File: config.mk
export PLATFORM = sky130hd
export DESIGN_NAME = aabb_collide_and_push_out
export DESIGN_NICKNAME = d
export VERILOG_FILES = /design/src/rtl/aabb_pkg.sv /design/src/rtl/aabb_collide_and_push_out.sv
export SDC_FILE = /design/constraint.sdc
export NUM_CORES = 2
export LEC_CHECK = 0
export ABC_AREA = 1
export BUFFER_PORTS_ARGS = -buffer_cell sky130_fd_sc_hd__buf_2
export CORE_MARGIN = 5
export CORE_UTILIZATION = 50
export DETAILED_ROUTE_END_ITERATION = 8
export PLACE_DENSITY = 0.67
export SYNTH_ARGS = -nofsm -noshare
export SYNTH_HDL_FRONTEND = slang
export SYNTH_SLANG_ARGS = --single-unit
File: constraint.sdc
create_clock -name clk -period 11.52 [get_ports clk]
set_input_delay 2.304 -clock clk [delete_from_list [all_inputs] [get_ports clk]]
set_output_delay 2.304 -clock clk [all_outputs]
set_load 0.005 [all_outputs]
File: src/rtl/aabb_pkg.sv
// ----------------------------------------------------------------------------
// aabb_pkg: shared types and constants for the box pair collision block
// Field widths, axis codes, flag bit positions and the transaction structs
// that carry a box pair in and a resolved pair out.
// ----------------------------------------------------------------------------
package aabb_pkg;

	// Coordinate and size field widths.
	localparam int COORD_WIDTH = 24;
	localparam int SIZE_WIDTH  = 16;
	localparam int FLAG_WIDTH  = 4;
	localparam int AXIS_WIDTH  = 2;

	// Axis codes as reported on push_axis.
	localparam logic [AXIS_WIDTH-1:0] AXIS_X = 2'd0;
	localparam logic [AXIS_WIDTH-1:0] AXIS_Y = 2'd1;
	localparam logic [AXIS_WIDTH-1:0] AXIS_Z = 2'd2;

	// Bit positions inside pair_flags.
	localparam int FLAG_A_STATIC  = 0;
	localparam int FLAG_B_STATIC  = 1;
	localparam int FLAG_A_TRIGGER = 2;
	localparam int FLAG_B_TRIGGER = 3;

	// One box pair.
	typedef struct packed {
		logic signed [COORD_WIDTH-1:0] a_x;
		logic signed [COORD_WIDTH-1:0] a_y;
		logic signed [COORD_WIDTH-1:0] a_z;
		logic signed [COORD_WIDTH-1:0] b_x;
		logic signed [COORD_WIDTH-1:0] b_y;
		logic signed [COORD_WIDTH-1:0] b_z;
		logic [3*SIZE_WIDTH-1:0]       a_size;
		logic [3*SIZE_WIDTH-1:0]       b_size;
		logic [FLAG_WIDTH-1:0]         pair_flags;
	} pair_t;

	// One resolved pair.
	typedef struct packed {
		logic                          hit;
		logic                          pushed;
		logic [AXIS_WIDTH-1:0]         push_axis;
		logic signed [COORD_WIDTH-1:0] a_out_x;
		logic signed [COORD_WIDTH-1:0] a_out_y;
		logic signed [COORD_WIDTH-1:0] a_out_z;
		logic signed [COORD_WIDTH-1:0] b_out_x;
		logic signed [COORD_WIDTH-1:0] b_out_y;
		logic signed [COORD_WIDTH-1:0] b_out_z;
	} result_t;

endpackage

File: src/rtl/aabb_collide_and_push_out.sv
// ----------------------------------------------------------------------------
// aabb_collide_and_push_out: box pair overlap test with push-out
// Tests two axis-aligned boxes for strict overlap and separates them along
// the axis of least penetration, with saturating anchor updates.
// ----------------------------------------------------------------------------
// Usage: present a box pair on pair with start high; busy never rises, so a
// transaction is taken on every cycle that start is high. Each result appears
// on result for exactly one cycle with done high, once the transaction has
// passed the input register, overlap register and result register, in the
// order the pairs went in. The receiver cannot stall the block, so
// results must be captured in the cycle that done is high. A new pair may be
// offered every cycle; throughput is one pair per clock.
module aabb_collide_and_push_out (
	input  logic              clk,
	input  logic              arst_n,
	input  logic              start,
	output logic              busy,
	input  aabb_pkg::pair_t   pair,
	output logic              done,
	output aabb_pkg::result_t result
);

	localparam int CW = aabb_pkg::COORD_WIDTH;
	localparam int SW = aabb_pkg::SIZE_WIDTH;
	// Doubled centre difference, overlap, move and push amount widths.
	localparam int DW = ((CW + 2 > SW + 1) ? CW + 2 : SW + 1) + 1;
	localparam int OW = DW + 1;
	localparam int MW = OW + 1;
	localparam int PW = OW - 1;

	// Stage 1: input register.
	logic            valid_s1;
	aabb_pkg::pair_t pair_s1;

	// Stage 2: overlap register.
	logic                   valid_s2;
	logic signed [CW-1:0]   a_s2 [3];
	logic signed [CW-1:0]   b_s2 [3];
	logic signed [OW-1:0]   o2_s2 [3];
	logic                   neg_s2 [3];
	logic [aabb_pkg::FLAG_WIDTH-1:0] flags_s2;

	// Stage 3: result register.
	logic              valid_s3;
	aabb_pkg::result_t result_s3;

	// Stage 1 unpacked values and stage 1 to 2 logic.
	logic signed [CW-1:0] a_c [3];
	logic signed [CW-1:0] b_c [3];
	logic signed [DW-1:0] sa_e [3];
	logic signed [DW-1:0] sb_e [3];
	logic signed [DW-1:0] c2 [3];
	logic signed [DW-1:0] c2_abs [3];
	logic signed [OW-1:0] o2 [3];

	// Stage 2 to 3 logic.
	logic                               hit;
	logic                               trig;
	logic                               push;
	logic [aabb_pkg::AXIS_WIDTH-1:0]    axis;
	logic signed [OW-1:0]               o2_sel;
	logic [PW-1:0]                      p;
	logic [PW-1:0]                      da;
	logic [PW-1:0]                      db;
	logic signed [MW-1:0]               da_e;
	logic signed [MW-1:0]               db_e;
	logic signed [CW-1:0]               a_mv [3];
	logic signed [CW-1:0]               b_mv [3];
	logic signed [CW-1:0]               a_new [3];
	logic signed [CW-1:0]               b_new [3];
	logic [aabb_pkg::AXIS_WIDTH-1:0]    axis_code [3];

	// Clamp a widened anchor to the signed coordinate range.
	function automatic logic signed [CW-1:0] sat_coord(input logic signed [MW-1:0] v);
		logic signed [CW-1:0] r;
		if ((&v[MW-1:CW-1]) || !(|v[MW-1:CW-1])) begin
			r = v[CW-1:0];
		end else if (v[MW-1]) begin
			r = {1'b1, {(CW-1){1'b0}}};
		end else begin
			r = {1'b0, {(CW-1){1'b1}}};
		end
		return r;
	endfunction

	// The block takes a transaction on every cycle.
	assign busy = 1'b0;

	// Input register.
	always_ff @(posedge clk or negedge arst_n) begin
		if (!arst_n) begin
			valid_s1 <= 1'b0;
		end else begin
			valid_s1 <= start && !busy;
		end
	end

	always_ff @(posedge clk) begin
		if (start && !busy) begin
			pair_s1 <= pair;
		end
	end

	// Unpack anchors and sizes per axis.
	assign a_c[0] = pair_s1.a_x;
	assign a_c[1] = pair_s1.a_y;
	assign a_c[2] = pair_s1.a_z;
	assign b_c[0] = pair_s1.b_x;
	assign b_c[1] = pair_s1.b_y;
	assign b_c[2] = pair_s1.b_z;

	// Doubled centre difference and doubled overlap per axis; Y uses mid-height.
	always_comb begin
		for (int k = 0; k < 3; k++) begin
			sa_e[k] = $signed({{(DW-SW){1'b0}}, pair_s1.a_size[k*SW +: SW]});
			sb_e[k] = $signed({{(DW-SW){1'b0}}, pair_s1.b_size[k*SW +: SW]});
			c2[k]   = (DW'(a_c[k]) - DW'(b_c[k])) <<< 1;
			if (k == 1) begin
				c2[k] = c2[k] + sa_e[k] - sb_e[k];
			end
			c2_abs[k] = c2[k][DW-1] ? -c2[k] : c2[k];
			o2[k]     = OW'(sa_e[k]) + OW'(sb_e[k]) - OW'(c2_abs[k]);
		end
	end

	// Overlap register.
	always_ff @(posedge clk or negedge arst_n) begin
		if (!arst_n) begin
			valid_s2 <= 1'b0;
		end else begin
			valid_s2 <= valid_s1;
		end
	end

	always_ff @(posedge clk) begin
		if (valid_s1) begin
			for (int k = 0; k < 3; k++) begin
				a_s2[k]   <= a_c[k];
				b_s2[k]   <= b_c[k];
				o2_s2[k]  <= o2[k];
				neg_s2[k] <= c2[k][DW-1];
			end
			flags_s2 <= pair_s1.pair_flags;
		end
	end

	// Hit test and axis of least penetration, X first on ties, then Z, then Y.
	assign hit  = (o2_s2[0] > 0) && (o2_s2[1] > 0) && (o2_s2[2] > 0);
	assign trig = flags_s2[aabb_pkg::FLAG_A_TRIGGER] || flags_s2[aabb_pkg::FLAG_B_TRIGGER];
	assign push = hit && !trig;

	always_comb begin
		if (!push) begin
			axis = aabb_pkg::AXIS_X;
		end else if ((o2_s2[0] <= o2_s2[1]) && (o2_s2[0] <= o2_s2[2])) begin
			axis = aabb_pkg::AXIS_X;
		end else if (o2_s2[2] <= o2_s2[1]) begin
			axis = aabb_pkg::AXIS_Z;
		end else begin
			axis = aabb_pkg::AXIS_Y;
		end
	end

	always_comb begin
		case (axis)
			aabb_pkg::AXIS_Y: o2_sel = o2_s2[1];
			aabb_pkg::AXIS_Z: o2_sel = o2_s2[2];
			default:          o2_sel = o2_s2[0];
		endcase
	end

	// Push amount: the full overlap for the free box, or half each.
	assign p = o2_sel[OW-1:1];

	always_comb begin
		if (flags_s2[aabb_pkg::FLAG_A_STATIC] && !flags_s2[aabb_pkg::FLAG_B_STATIC]) begin
			da = '0;
			db = p;
		end else if (flags_s2[aabb_pkg::FLAG_B_STATIC] && !flags_s2[aabb_pkg::FLAG_A_STATIC]) begin
			da = p;
			db = '0;
		end else begin
			da = p >> 1;
			db = p >> 1;
		end
	end

	assign da_e = $signed({{(MW-PW){1'b0}}, da});
	assign db_e = $signed({{(MW-PW){1'b0}}, db});

	assign axis_code[0] = aabb_pkg::AXIS_X;
	assign axis_code[1] = aabb_pkg::AXIS_Y;
	assign axis_code[2] = aabb_pkg::AXIS_Z;

	// Moved anchors per axis; A goes away from B, B the opposite way.
	always_comb begin
		for (int k = 0; k < 3; k++) begin
			a_mv[k] = sat_coord(neg_s2[k] ? MW'(a_s2[k]) - da_e : MW'(a_s2[k]) + da_e);
			b_mv[k] = sat_coord(neg_s2[k] ? MW'(b_s2[k]) + db_e : MW'(b_s2[k]) - db_e);
			if (push && (axis == axis_code[k])) begin
				a_new[k] = a_mv[k];
				b_new[k] = b_mv[k];
			end else begin
				a_new[k] = a_s2[k];
				b_new[k] = b_s2[k];
			end
		end
	end

	// Result register.
	always_ff @(posedge clk or negedge arst_n) begin
		if (!arst_n) begin
			valid_s3 <= 1'b0;
		end else begin
			valid_s3 <= valid_s2;
		end
	end

	always_ff @(posedge clk) begin
		if (valid_s2) begin
			result_s3.hit       <= hit;
			result_s3.pushed    <= push;
			result_s3.push_axis <= axis;
			result_s3.a_out_x   <= a_new[0];
			result_s3.a_out_y   <= a_new[1];
			result_s3.a_out_z   <= a_new[2];
			result_s3.b_out_x   <= b_new[0];
			result_s3.b_out_y   <= b_new[1];
			result_s3.b_out_z   <= b_new[2];
		end
	end

	assign done   = valid_s3;
	assign result = result_s3;

	// Every accepted transaction yields a result once it has passed the input, overlap and result registers.
	assert property (@(posedge clk) disable iff (!arst_n)
		(start && !busy) |=> ##2 done)
		else $error("accepted pair produced no result");

	// A push is only ever reported together with a hit.
	assert property (@(posedge clk) disable iff (!arst_n)
		(done && result.pushed) |-> result.hit)
		else $error("push reported without hit");

	// Without a push the axis reads X and box A is returned unchanged.
	assert property (@(posedge clk) disable iff (!arst_n)
		(done && !result.pushed) |-> (result.push_axis == aabb_pkg::AXIS_X)
			&& (result.a_out_x == $past(pair.a_x, 3))
			&& (result.a_out_y == $past(pair.a_y, 3))
			&& (result.a_out_z == $past(pair.a_z, 3)))
		else $error("anchor changed without push");

	// A push never uses an axis code beyond Z.
	assert property (@(posedge clk) disable iff (!arst_n)
		done |-> (result.push_axis == aabb_pkg::AXIS_X)
			|| (result.push_axis == aabb_pkg::AXIS_Y)
			|| (result.push_axis == aabb_pkg::AXIS_Z))
		else $error("invalid push axis");

endmodule
### After elaboration in Yosys (flattened, before gate mapping)

Memories as Yosys holds them, arrays and structs flattened.
Index checks and enable logic that the tools add are counted.
Widths: inputs -> output; s select.

* bits in registers: 399
* bits in writable memories: 231
* output and inout bits: 150
* word-level logic and storage cells: 135
* memories: 4

* $add $sub $neg: 26
* magnitude comparators: 6
* equal/unequal tests: 2
* muxes and demuxes: 37
* reductions and logical operators: 38

Memories
* o2_s2: words 3, width 28, read ports 3, clocked after Yosys merged registers in 0, wr ports 3, RTL line aabb_collide_and_push_out.sv:39 `logic signed [OW-1:0] o2_s2 [3];`
* a_s2: words 3, width 24, read ports 3, clocked after Yosys merged registers in 0, wr ports 3, RTL line aabb_collide_and_push_out.sv:37 `logic signed [CW-1:0] a_s2 [3];`
* b_s2: words 3, width 24, read ports 3, clocked after Yosys merged registers in 0, wr ports 3, RTL line aabb_collide_and_push_out.sv:38 `logic signed [CW-1:0] b_s2 [3];`
* neg_s2: words 3, width 1, read ports 3, clocked after Yosys merged registers in 0, wr ports 3, RTL line aabb_collide_and_push_out.sv:40 `logic neg_s2 [3];`

Operators with widths (number)
* $mux 24: 18
* $add 24x28->29: 6
* $mux 29: 6
* $sub 24x28->29: 6
* $mux 27: 6
* $gt 28x1->1 const B: 3
* $le 28x28->1: 3
* $sub 18x27->28: 3
* $sub 24x24->25: 3
* $pmux 28 s2: 1
* $neg 26->27: 2
* $add 16x16->17: 3
* $reduce_and 6->1: 6
* $reduce_or 6->1: 6
* $add 26x17->27: 1
* $neg 27->27: 1
* $sub 27x17->27: 1
* $mux 26: 1
* $logic_and 1x1->1: 9
* $logic_not 1->1: 9
* $logic_or 1x1->1: 7
* $mux 2: 3
* $eq 2x1->1 const B: 1
* $eq 2x2->1 const B: 1
* 2 further kinds: 3

### Longest topological paths before layout

An unclocked memory read counts as a cell.

* word-level depth: 17
* gate-level depth with buffers: 56

### Worst setup path after synthesis

No wires, ideal clock.

* path kind: reg-to-reg
* start point: memory o2_s2[0][11] (netlist name)
* end point: register result_s3 (netlist bit result[51]) (data pin)
* setup time: 256 ps
* arrival time: 6225 ps
* path slack: 5039 ps
* stages on the path, launching flop included: 52
* period minus slack after synthesis: 6481 ps
* cell sequence: edfxtp_1 ha_1 nand2_1 inv_1 nand2_1 nor4b_1 nand2_1 o2111ai_1 nand2_1 nand3b_1 xnor2_1 nand2_1 o21ai_0 nand2_1 nor2_1 inv_1 ha_1 buf_6 [16 not listed] o21ai_0 ha_1 a21o_1 a31oi_1 o21ai_0 a21oi_1 inv_1 nand2_1 nand2_1 nand2_1 nand2_1 nor2_1 nand2_1 o21ai_1 nand2_1 inv_2 buf_6 a21oi_2

RTL lines
* start: declaration: RTL line aabb_collide_and_push_out.sv:39
* end: declaration: RTL line aabb_collide_and_push_out.sv:45 `aabb_pkg::result_t result_s3;`

==> results.toml <==
[status]
outcome = "finished, final reports clean"

[clocking]
clk_pin_slew_ps = 60
clock_tree.root_cell = "clkbuf_16"
cts_setup_buffers = 0
cts_tree = "yes"
cts-resized-gates = 0
worstSkewPairLatency_ps = 680
cts_buffers = 74
cts_hold_buf = 0
cts_sinks = 629
cts.htree.levels = 3
clock_path_buffers = 3

[global_routing]
grt_pass1_wl_mm = 253
grt_usage_pct = 30.4
grt_remaining_overflow = 0
antenna_found_initial = 7
grt_start_max_net_pins = 141
grt_pass1_vias = 42800

[timing]
max_freq_ghz = 0.107
tns_ps = 0
finalSetupViolCount = 0
fin_skew_ps = 29.5
worstMarginPinSlew_ps = 1090
slew_viol_final = 0
fin_crit_sh_pct = 81.5
rsz0062_at_grt = "no"
slew_headroom_pct = 26.7
hold_viol_final = 0
period_needed_ps = 9380

[die]
num_rows = 117
die_w_um = 330
die_y_um = 330
die_area_um2 = 109000
coreArea_um2 = 102000
start_util_pct = 50.3
io_pins = 397

[critical_path]
r2r_end = "result[24]$_DFFE_PP_"
path_max_fanout = 28
cp_common_cell = "nand2_1"
end_kind = "flip-flop"
crit_path_top_delay_cell = "ha_2"
cp_data_arrival_time_ps = 9760
reg2reg_depth = 47
r2r_slack_ps = 2140
cp-start-kind = "flip-flop"
worstPathRequired_ps = 11900
worst-setup-path-type = "flip-flop to flip-flop"
r2r-start = "o2_s2[0][83]$_DFFE_PP_"
slowest_delay_ps = 740

[pwr]
clockPowerShare_pct = 15.2
leakagePower_nw = 26.2
pwr-share-seq_pct = 22.0
switching_share_pct = 50.8
p_total_w = 0.0154
internal_power_w = 0.00757
power_density_nw_per_um2 = 271
p_switching_w = 0.00783
peakVddDrop_uv = 229
combPwrFrac_pct = 62.8

[route]
vias = 46300
drt_wl_total_mm = 171
drtIter0Drc = 4363
drc = 0
viasPerCell = 5.61
wl_per_cell_um = 20.7
firstDrtPassIters = 6
ant_nets = 0

[final_layout]
fill_cells = 9651
diodes = 0
layout-drive-gt1-share_pct = 12.3
multi_input_area_um2 = 28600
mostFrequentLayoutCells = "1542 x nand2_1, 775 x inv_1, 626 x edfxtp_1"
fin_cells = 8260
syn2layout_area_growth_pct = 10.9
nNetsFinal = 7576
layout_commonest_cell = "nand2_1"
regArea_um2 = 18900

[hold_path]
min_path_type = "flip-flop to flip-flop"
worstHoldStart = "pair_s1[0]$_DFFE_PP_"
worst_hold_path.endpoint = "flags_s2[0]$_DFFE_PP_"
whs_path_depth = 0

[yosys]
synth_edf_count = 626
yosys_warnings = 0
synth.avg_cell_area_um2 = 7.94
yosysSeqAreaShare_pct = 36.9
synth-main-ff-cell = "edfxtp_1"
synthCells = 6448
ys_seq_elements = 629
async_flop_share_pct = 0.477
synth_cell_types = 62
syn-num-nets = 7189
syn_area_um2 = 51200

[placed_design]
port_buffers = 395
dp.cells = 8127
place.gp.congestion = 1.03
dp_hpwl_mm = 140

[flow_run]
cap_violations = 0
logic make-up after synthesis:
group                    share of synthesized area [%]
AO/OA/AOI/OAI                                     12.9
adder cells (fa/ha/maj)                           12.5
XOR/XNOR                                          5.71
flip-flops                                        36.9
other                                          0.00733
AND/OR/NAND/NOR                                   24.7
buffers and inverters                             7.40
sequential cells by signal, summed over array words and instances (netlist names):
name and count:
a_s2 72, neg_s2 3, result 148, pair_s1 100, b_c 72, valid_s2 1
done 1, flags_s2 4, o2_s2 83, b_s2 72, a_c 72, valid_s1 1
metal layers:
layer	global-route usage [%]	wire [um]	vias to the layer above
met5	0	0	-
met4	11.8	7810	0
met2	48.6	76500	1901
met1	41.8	72800	21500
li1	-	-	22600
met3	4.94	13900	338
cells in the mapped netlist (67+ instances only):
cell type  count  area (um2)
a21oi_1      494        2470
a21oi_2       71         622
nor2_1       572        2150
nand2_2       92         576
xor2_1       242        2120
xnor2_1       90         788
inv_1        775        2910
ha_1         466        5830
edfxtp_1     626       18800
nand3_1      388        1940
o21ai_0      348        1740
nand4_1      120         751
nand2_1     1542        5790
nor3_1        67         335
layout make-up:
cell class	count	share of cell area [%]
multi-input cells	4892	50.3
inverters	816	5.39
clock inverters	46	0.767
flip-flops and latches	629	33.2
well taps	1368	3.01
repair buffers	422	3.88
clock buffers	87	3.42
power groups by stage:
stage	logic [W]	registers (W)	clock network (W)
after global placement	0.00941	0.00342	0
final	0.00967	0.00339	0.00234
after global routing	0.0107	0.00340	0.00248
after CTS	0.00955	0.00338	0.00238
after detailed placement	0.00949	0.00342	0
after floorplan	0.00705	0.00326	0
how the worst max path moves through the flow:
stage,depth (start not counted),end,slack (ps),start
after detailed placement,47,result[25]$_DFFE_PP_,2270,o2_s2[0][27]$_DFFE_PP_
after global routing,50,result[24]$_DFFE_PP_,1310,o2_s2[0][11]$_DFFE_PP_
after CTS,47,result[24]$_DFFE_PP_,2230,o2_s2[0][27]$_DFFE_PP_
after global placement,42,result[50]$_DFFE_PP_,2580,o2_s2[0][27]$_DFFE_PP_
final,47,result[24]$_DFFE_PP_,2140,o2_s2[0][83]$_DFFE_PP_
after floorplan,51,result[51]$_DFFE_PP_,5040,o2_s2[0][11]$_DFFE_PP_
through the flow:
step | setup WS [ps] | hold WS [ps] | util [%] | area, um2
2_1_floorplan | 5040 | 400 | - | 51200
3_3_place_gp | 2580 | 403 | 53.5 | 54400
3_5_place_dp | 2270 | 411 | 53.5 | 54400
4_1_cts | 2230 | 425 | 55.8 | 56800
5_1_grt | 1310 | 436 | 55.8 | 56800
6_report | 2140 | 422 | 55.8 | 56800
critical path: cells and delay by family, from the launching register on:
family,cells,cell delay [ps]
compound gates,12,2300
xor+xnor,1,100
fa+ha+maj,4,1740
buf+inv,7,1460
flops,1,430
simple gates,23,3050
Power figures use the tool's default switching activity.
